**src/sv/dssa_pkg.sv**
```systemverilog
// dssa_pkg: shared types and codes for the dual stack block
// no dependencies; imported by the top level
package dssa_pkg;

  // input word and result field widths
  localparam int unsigned OpW   = 3;
  localparam int unsigned WordW = 32;
  localparam int unsigned StatW = 2;

  // request codes
  typedef enum logic [OpW-1:0] {
    OP_PUSH_LO = 3'd0,
    OP_POP_LO  = 3'd1,
    OP_DUMP_LO = 3'd2,
    OP_PUSH_HI = 3'd3,
    OP_POP_HI  = 3'd4,
    OP_DUMP_HI = 3'd5
  } op_e;

  // result status codes
  typedef enum logic [StatW-1:0] {
    ST_OK        = 2'd0,
    ST_OVERFLOW  = 2'd1,
    ST_UNDERFLOW = 2'd2,
    ST_EMPTY     = 2'd3
  } status_e;

  // sequencer states
  typedef enum logic {
    S_IDLE = 1'b0,
    S_EMIT = 1'b1
  } state_e;

endpackage

```
**src/sv/dssa_if.sv**
```systemverilog
// dssa_in_if and dssa_out_if: valid/ready channels of the dual stack block
// no dependencies
interface dssa_in_if;
  logic               valid;
  logic               ready;
  logic [2:0]         op;
  logic signed [31:0] push_value;

  modport source (output valid, output op, output push_value, input ready);
  modport sink   (input valid, input op, input push_value, output ready);
endinterface

interface dssa_out_if;
  logic               valid;
  logic               ready;
  logic signed [31:0] data_out;
  logic [1:0]         status;
  logic               last;

  modport source (output valid, output data_out, output status, output last, input ready);
  modport sink   (input valid, input data_out, input status, input last, output ready);
endinterface

```
**src/sv/dual_stack_shared_array_top.sv**
```systemverilog
// dual_stack_shared_array_top: two lifo stacks sharing one synchronous memory
// depends on dssa_pkg and the channel interfaces in dssa_if.sv
// first result: loaded into the output register from the emit state
// requests: a new one is taken only once the previous one has handed
// its last result to the output register; a dump gives one word per cycle
// while the output register is free and holds the input until its last word;
// reset: asynchronous, both stack counts clear; memory contents are not reset
module dual_stack_shared_array_top
  import dssa_pkg::*;
#(
  parameter int unsigned DEPTH      = 32,
  parameter int unsigned DATA_WIDTH = 32
) (
  input  logic       clk_i,
  input  logic       rst_ni,
  dssa_in_if.sink    in_i,
  dssa_out_if.source out_o
);

  localparam int unsigned AW   = (DEPTH > 1) ? $clog2(DEPTH) : 1;
  localparam int unsigned CW   = $clog2(DEPTH + 1);
  localparam int unsigned MAXW = (DATA_WIDTH > WordW) ? DATA_WIDTH : WordW;
  localparam logic [CW-1:0] DepthC = CW'(DEPTH);

  // storage
  logic [DATA_WIDTH-1:0] mem [DEPTH];
  logic [DATA_WIDTH-1:0] rdata_q;
  logic                  rd_en, wr_en;
  logic [AW-1:0]         rd_addr, wr_addr;
  logic [DATA_WIDTH-1:0] wdata;

  // control state
  state_e        state_q, state_d;
  logic [CW-1:0] low_cnt_q, low_cnt_d;
  logic [CW-1:0] high_cnt_q, high_cnt_d;
  logic [CW-1:0] idx_q, idx_d;
  logic          dump_hi_q, dump_hi_d;
  status_e       pend_stat_q, pend_stat_d;
  logic          pend_last_q, pend_last_d;
  logic          pend_mem_q, pend_mem_d;

  // output register
  logic                 out_valid_q, out_valid_d;
  logic [WordW-1:0]     out_data_q, out_data_d;
  status_e              out_stat_q, out_stat_d;
  logic                 out_last_q, out_last_d;

  logic                 slot_free;
  logic                 in_fire;
  logic [CW:0]          used;
  logic [CW-1:0]        dump_cnt;
  logic [CW-1:0]        low_dec, high_dec, high_idx;
  logic signed [MAXW-1:0] push_ext;
  logic [MAXW-1:0]      rdata_ext;

  assign slot_free = !out_valid_q || out_o.ready;
  assign in_i.ready = (state_q == S_IDLE);
  assign in_fire   = in_i.valid && in_i.ready;

  assign used      = {1'b0, low_cnt_q} + {1'b0, high_cnt_q};
  assign dump_cnt  = dump_hi_q ? high_cnt_q : low_cnt_q;
  assign low_dec   = low_cnt_q - CW'(1);
  assign high_dec  = DepthC - high_cnt_q - CW'(1);
  assign high_idx  = DepthC - CW'(1) - idx_q;

  // sign extend the pushed word, widen the stored word for the result
  assign push_ext  = MAXW'(in_i.push_value);
  assign wdata     = push_ext[DATA_WIDTH-1:0];
  assign rdata_ext = MAXW'(rdata_q);

  // memory: one write and one registered read per cycle; a request only
  // starts once the previous one is done, so a read never meets a write
  // to the same entry in the same cycle
  always_ff @(posedge clk_i) begin
    if (wr_en) begin
      mem[wr_addr] <= wdata;
    end
    if (rd_en) begin
      rdata_q <= mem[rd_addr];
    end
  end

  // state and count registers
  always_ff @(posedge clk_i or negedge rst_ni) begin
    if (!rst_ni) begin
      state_q     <= S_IDLE;
      low_cnt_q   <= '0;
      high_cnt_q  <= '0;
      out_valid_q <= 1'b0;
    end else begin
      state_q     <= state_d;
      low_cnt_q   <= low_cnt_d;
      high_cnt_q  <= high_cnt_d;
      out_valid_q <= out_valid_d;
    end
  end

  // payload registers
  always_ff @(posedge clk_i) begin
    idx_q       <= idx_d;
    dump_hi_q   <= dump_hi_d;
    pend_stat_q <= pend_stat_d;
    pend_last_q <= pend_last_d;
    pend_mem_q  <= pend_mem_d;
    out_data_q  <= out_data_d;
    out_stat_q  <= out_stat_d;
    out_last_q  <= out_last_d;
  end

  // request decode and result sequencing
  always_comb begin
    state_d     = state_q;
    low_cnt_d   = low_cnt_q;
    high_cnt_d  = high_cnt_q;
    idx_d       = idx_q;
    dump_hi_d   = dump_hi_q;
    pend_stat_d = pend_stat_q;
    pend_last_d = pend_last_q;
    pend_mem_d  = pend_mem_q;
    out_valid_d = out_valid_q && !out_o.ready;
    out_data_d  = out_data_q;
    out_stat_d  = out_stat_q;
    out_last_d  = out_last_q;
    rd_en       = 1'b0;
    rd_addr     = '0;
    wr_en       = 1'b0;
    wr_addr     = '0;

    unique case (state_q)
      S_IDLE: begin
        if (in_fire) begin
          pend_stat_d = ST_OK;
          pend_last_d = 1'b1;
          pend_mem_d  = 1'b0;
          state_d     = S_EMIT;
          unique case (in_i.op)
            OP_PUSH_LO, OP_PUSH_HI: begin
              if (used >= {1'b0, DepthC}) begin
                pend_stat_d = ST_OVERFLOW;
              end else if (in_i.op == OP_PUSH_LO) begin
                wr_en     = 1'b1;
                wr_addr   = low_cnt_q[AW-1:0];
                low_cnt_d = low_cnt_q + CW'(1);
              end else begin
                wr_en      = 1'b1;
                wr_addr    = high_dec[AW-1:0];
                high_cnt_d = high_cnt_q + CW'(1);
              end
            end
            OP_POP_LO: begin
              if (low_cnt_q == '0) begin
                pend_stat_d = ST_UNDERFLOW;
              end else begin
                rd_en      = 1'b1;
                rd_addr    = low_dec[AW-1:0];
                low_cnt_d  = low_dec;
                pend_mem_d = 1'b1;
              end
            end
            OP_POP_HI: begin
              if (high_cnt_q == '0) begin
                pend_stat_d = ST_UNDERFLOW;
              end else begin
                rd_en      = 1'b1;
                rd_addr    = high_dec[AW-1:0] + AW'(1);
                high_cnt_d = high_cnt_q - CW'(1);
                pend_mem_d = 1'b1;
              end
            end
            OP_DUMP_LO, OP_DUMP_HI: begin
              dump_hi_d = (in_i.op == OP_DUMP_HI);
              if ((in_i.op == OP_DUMP_HI) ? (high_cnt_q == '0) : (low_cnt_q == '0)) begin
                pend_stat_d = ST_EMPTY;
              end else begin
                // first word: entry 0 or entry DEPTH-1, the bottom of the chosen stack
                rd_en       = 1'b1;
                rd_addr     = (in_i.op == OP_DUMP_HI) ? AW'(DEPTH - 1) : '0;
                idx_d       = CW'(1);
                pend_mem_d  = 1'b1;
                pend_last_d = (in_i.op == OP_DUMP_HI) ? (high_cnt_q == CW'(1))
                                                      : (low_cnt_q == CW'(1));
              end
            end
            default: begin
              // unused codes give nothing
              state_d = S_IDLE;
            end
          endcase
        end
      end

      S_EMIT: begin
        if (slot_free) begin
          out_valid_d = 1'b1;
          out_data_d  = pend_mem_q ? rdata_ext[WordW-1:0] : '0;
          out_stat_d  = pend_stat_q;
          out_last_d  = pend_last_q;
          if (pend_last_q) begin
            state_d = S_IDLE;
          end else begin
            // next dump word
            rd_en       = 1'b1;
            rd_addr     = dump_hi_q ? high_idx[AW-1:0] : idx_q[AW-1:0];
            idx_d       = idx_q + CW'(1);
            pend_last_d = ((idx_q + CW'(1)) == dump_cnt);
          end
        end
      end

      default: begin
        state_d = S_IDLE;
      end
    endcase
  end

  assign out_o.valid    = out_valid_q;
  assign out_o.data_out = out_data_q;
  assign out_o.status   = out_stat_q;
  assign out_o.last     = out_last_q;

endmodule
```
**src/flat_wrapper.sv**
```systemverilog
// flat-port wrapper written by rule: the top's interface ports become plain ports
module dual_stack_shared_array_top_flat import dssa_pkg::*;
#(
  parameter int unsigned DEPTH      = 32,
  parameter int unsigned DATA_WIDTH = 32
)
  (clk_i, rst_ni, in_i_valid, in_i_op, in_i_push_value, in_i_ready, out_o_valid, out_o_data_out, out_o_status, out_o_last, out_o_ready);
  dssa_in_if in_i_i ();
  dssa_out_if out_o_i ();
  input  logic clk_i;
  input  logic rst_ni;
  input wire logic [$bits(in_i_i.valid)-1:0] in_i_valid;
  input wire logic [$bits(in_i_i.op)-1:0] in_i_op;
  input wire logic [$bits(in_i_i.push_value)-1:0] in_i_push_value;
  output wire logic [$bits(in_i_i.ready)-1:0] in_i_ready;
  output wire logic [$bits(out_o_i.valid)-1:0] out_o_valid;
  output wire logic [$bits(out_o_i.data_out)-1:0] out_o_data_out;
  output wire logic [$bits(out_o_i.status)-1:0] out_o_status;
  output wire logic [$bits(out_o_i.last)-1:0] out_o_last;
  input wire logic [$bits(out_o_i.ready)-1:0] out_o_ready;
  assign in_i_i.valid = in_i_valid;
  assign in_i_i.op = in_i_op;
  assign in_i_i.push_value = in_i_push_value;
  assign in_i_ready = in_i_i.ready;
  assign out_o_valid = out_o_i.valid;
  assign out_o_data_out = out_o_i.data_out;
  assign out_o_status = out_o_i.status;
  assign out_o_last = out_o_i.last;
  assign out_o_i.ready = out_o_ready;
  dual_stack_shared_array_top #(.DEPTH(DEPTH), .DATA_WIDTH(DATA_WIDTH)) u_core (.clk_i(clk_i), .rst_ni(rst_ni), .in_i(in_i_i), .out_o(out_o_i));
endmodule
```
**config.mk**
```make
export PLATFORM = sky130hd
export DESIGN_NAME = dual_stack_shared_array_top_flat
export DESIGN_NICKNAME = d
export VERILOG_FILES = /design/src/sv/dssa_pkg.sv /design/src/sv/dssa_if.sv /design/src/sv/dual_stack_shared_array_top.sv /design/src/flat_wrapper.sv
export SDC_FILE = /design/constraint.sdc
export NUM_CORES = 1
export LEC_CHECK = 0
export BUFFER_PORTS_ARGS = -buffer_cell sky130_fd_sc_hd__buf_4
export CAP_MARGIN = 5
export CORE_AREA = 2 2 315 317
export DETAILED_ROUTE_END_ITERATION = 6
export DIE_AREA = 0 0 317 319
export PLACE_DENSITY = 0.68
export SLEW_MARGIN = 40
export SYNTH_ARGS = -nofsm -noshare
export SYNTH_HDL_FRONTEND = slang
export SYNTH_SLANG_ARGS = --single-unit
```
**constraint.sdc**
```tcl
create_clock -name clk_i -period 5.1 [get_ports clk_i]
set_input_delay 0.51 -clock clk_i [delete_from_list [all_inputs] [get_ports clk_i]]
set_output_delay 0.51 -clock clk_i [all_outputs]
set_load 0.02 [all_outputs]
```
==> run metrics <==
final cell count without fillers 4416; Leakage 16.5 nW; synthesized flop and latch total between 1k and 1.5k; fin. max-slew vios 0; DR pass1 iterations 5; Crit. End Element flop; first-pass GRT wire length 170000 um; reg2reg path depth 12; Post-Place Cells 4213; Cells after Synth 2948; Netlist Area Pre-Place about 0.045 mm2; Via density slightly above 6; crit-path max FO 38; clk_lat worst skew 0.68 ns; Final Util 0.519; Comb pwr share 0.212; antenna violations before repair 3; Max Cap Viol 0; drt first-iter violations between 3k and 4k; Final period util 0.871; arrival time at the worst endpoint between 4 and 5 ns; port buffer count 75; unrepaired setup endpoints after global routing false; area delta synth->final 13.5%; Starting Density 0.457; Nets 3093; vias approximately 27k; Hold Crit Depth 3; PwrDens 463 mW/mm2; CTS tree done; number of antenna-violating nets in the routed design 0; Worst Hold Path EP u_core.state_q; TritonCTS buffer count 109; core region area 0.0977 mm2; reg2reg start u_core.state_q; Longest Clk Path Bufs 3; commonest cells after routing, fill and taps aside edfxtp_1, nand2_1, a21oi_1; clk slew on worst S/H paths 0.06 ns; vias in the first global route 25.3k; sequential share of the synthesized area 0.749; Slew @ Worst Pin 0.876 ns; R2R Path End u_core.rdata_ext[5]; Setup crit start kind flop; Die W 317 um; row count between 100 and 150; GR Util All Layers 0.229; FF-to-FF setup slack 0.66 ns; clk root buf clkbuf_16; commonest non-fill, non-tap cell in the layout edfxtp_1; async set or reset register ratio after synthesis 0.0125; syn nets between 3k and 4k; slowest cell on the critical path nor4b_1; Clk pwr share 0.323; Period minus WS final 4.44 ns; sw power slightly below 0.007 W; drt total wl 117000 um; max incr delay on CP 0.66 ns; f_max between 0.2 and 0.25 GHz; pin count of the biggest net entering global routing 74; Sw Share 0.297; top_reg_cell synth edfxtp_1; Hold Startpoint in_i_valid; Post-CTS Resized 0; Final HPWL DP about 65000 um; die area 0.101 mm2; final hold violation count 0; share of cells above drive strength 1 0.148; Netlist cell types 59; die height roughly 320 um; required time of the critical path 5.48 ns; TNS Setup 0 ns; slew margin rel. 0.416; IR drop worst, VDD 0.000238 V; clock sink count about 1.1k; Synth Area per Inst about 15 um2; Seq pwr share 0.464; Top Ports between 70 and 80; Post-synth EDFFs 1102; most frequent CP cell buf_12; DRC 0; Cell Chain, Critical Path inv_2 -> nand2_1 -> inv_1 -> and3_1 -> o21ai_4 -> nand2_4 -> buf_12 -> buf_12 -> mux4_2 -> a21oi_1 -> nor4b_1 -> nor4_1; YS warnings 0; total number of H-tree levels 3; Int Pwr 0.0165 W; Hold Crit Class in -> reg; Setup Crit Path Kind reg -> reg; # setup viols final 0; Final Skew 0.0314 ns; Wirelength per Cell 26.6 um; GPL Wtd Cong 0.875; Congestion Overflow GR 0; status completed
-- power by group through the flow --
stage | registers [W] | logic [W] | clock network [W]
CTS | 0.0109 | 0.00493 | 0.00767
detailed placement | 0.0111 | 0.00490 | 0
floorplan | 0.0110 | 0.00316 | 0
global placement | 0.0111 | 0.00485 | 0
finish | 0.0109 | 0.00498 | 0.00759
global route | 0.0109 | 0.00532 | 0.00801
-- worst max-delay path: cells and delay by family (launching register included) --
family	cells	cell delay, ns
simple gates	5	1.79
buf+inv	4	1.09
mux	1	0.32
flops	1	0.55
compound gates	2	0.37
-- layout make-up --
cell class,count,area (um2)
diodes,3,7.51
clock inverters,63,477
flip-flops and latches,1116,33400
clock buffers,135,2870
fillers,7778,47000
inverters,10,37.5
multi-input cells,1619,10400
well taps,1287,1610
repair buffers,183,1790
-- Yosys cell counts (25+ instances only) --
library cell,number,area (um2)
edfxtp_1,1102,33100
nand2_1,512,1920
a21oi_1,210,1050
nand3_1,138,691
mux2i_1,104,1040
a221oi_1,96,841
buf_2,85,425
clkbuf_1,82,308
a211oi_1,70,526
a31oi_1,69,432
and3_1,67,419
nor2_1,63,236
o22ai_1,38,238
and2_1,34,213
mux4_2,32,721
nor4_2,25,313
-- worst max-delay path by stage --
| stage | start | to |
|---|---|---|
| 2_1_floorplan | u_core.high_cnt_q[0] | u_core.mem[5][0] |
| 4_1_cts | u_core.high_cnt_q[1] | u_core.rdata_ext[26] |
| 6_report | u_core.state_q | u_core.rdata_ext[5] |
| 3_5_place_dp | u_core.high_cnt_q[1] | u_core.rdata_ext[26] |
| 3_3_place_gp | u_core.high_cnt_q[1] | u_core.rdata_ext[26] |
| 5_1_grt | u_core.state_q | u_core.rdata_ext[5] |
-- through the flow --
stage / hold WS, ns / total power (W) / worst slack [ns] / instance area (um2)
final: 0.138 / 0.0234 / 0.658 / 50700
after global routing: 0.193 / 0.0242 / 0.389 / 50700
after CTS: 0.100 / 0.0235 / 0.726 / 50600
after detailed placement: 0.380 / 0.0160 / 0.749 / 47300
after global placement: 0.380 / 0.0159 / 0.845 / 47300
after floorplan: 0.214 / 0.0142 / 0.0635 / 44600
-- cells by family (layout without fill, tap and decap cells) --
group / count (synthesis) / in the layout / synth area share
xor gates and xnor gates: 31 / 31 / 0.00608
DFF: 1116 / 1116 / 0.749
and+or+nand+nor: 925 / 925 / 0.102
muxes: 136 / 136 / 0.0395
other: 0 / 3 / 0
adders and majority gates: 15 / 15 / 0.00437
buffers and inverters: 213 / 391 / 0.0243
AOI/OAI and AO/OA: 512 / 512 / 0.0746
-- layer usage --
metal,up-vias,track usage,routed length (um)
met2,1421,0.353,54900
met4,0,0.0715,3540
met3,226,0.0417,11100
li1,11600,-,-
met5,-,0,0
met1,13600,0.330,47900
-- state kept, by name, summed over array words and instances, names as in the netlist --
| name | flops |
|---|---|
| u_core.mem | 1024 |
| u_core.out_o.data_out | 32 |
| u_core.rdata_ext | 32 |
| u_core.high_cnt_q | 6 |
| u_core.idx_q | 6 |
| u_core.low_cnt_q | 6 |
| u_core.out_o.status | 2 |
| u_core.pend_stat_q | 2 |
| u_core.dump_hi_q | 1 |
| u_core.out_o.last | 1 |
| u_core.out_o.valid | 1 |
| u_core.pend_last_q | 1 |
| u_core.pend_mem_q | 1 |
| u_core.state_q | 1 |
-- timing repair --
item                                   4_1_cts  5_1_grt
endpoints found under the hold margin       14        0
hold buffers                                 1        0
setup buffers                                0        0
Power figures use the tool's default switching activity.
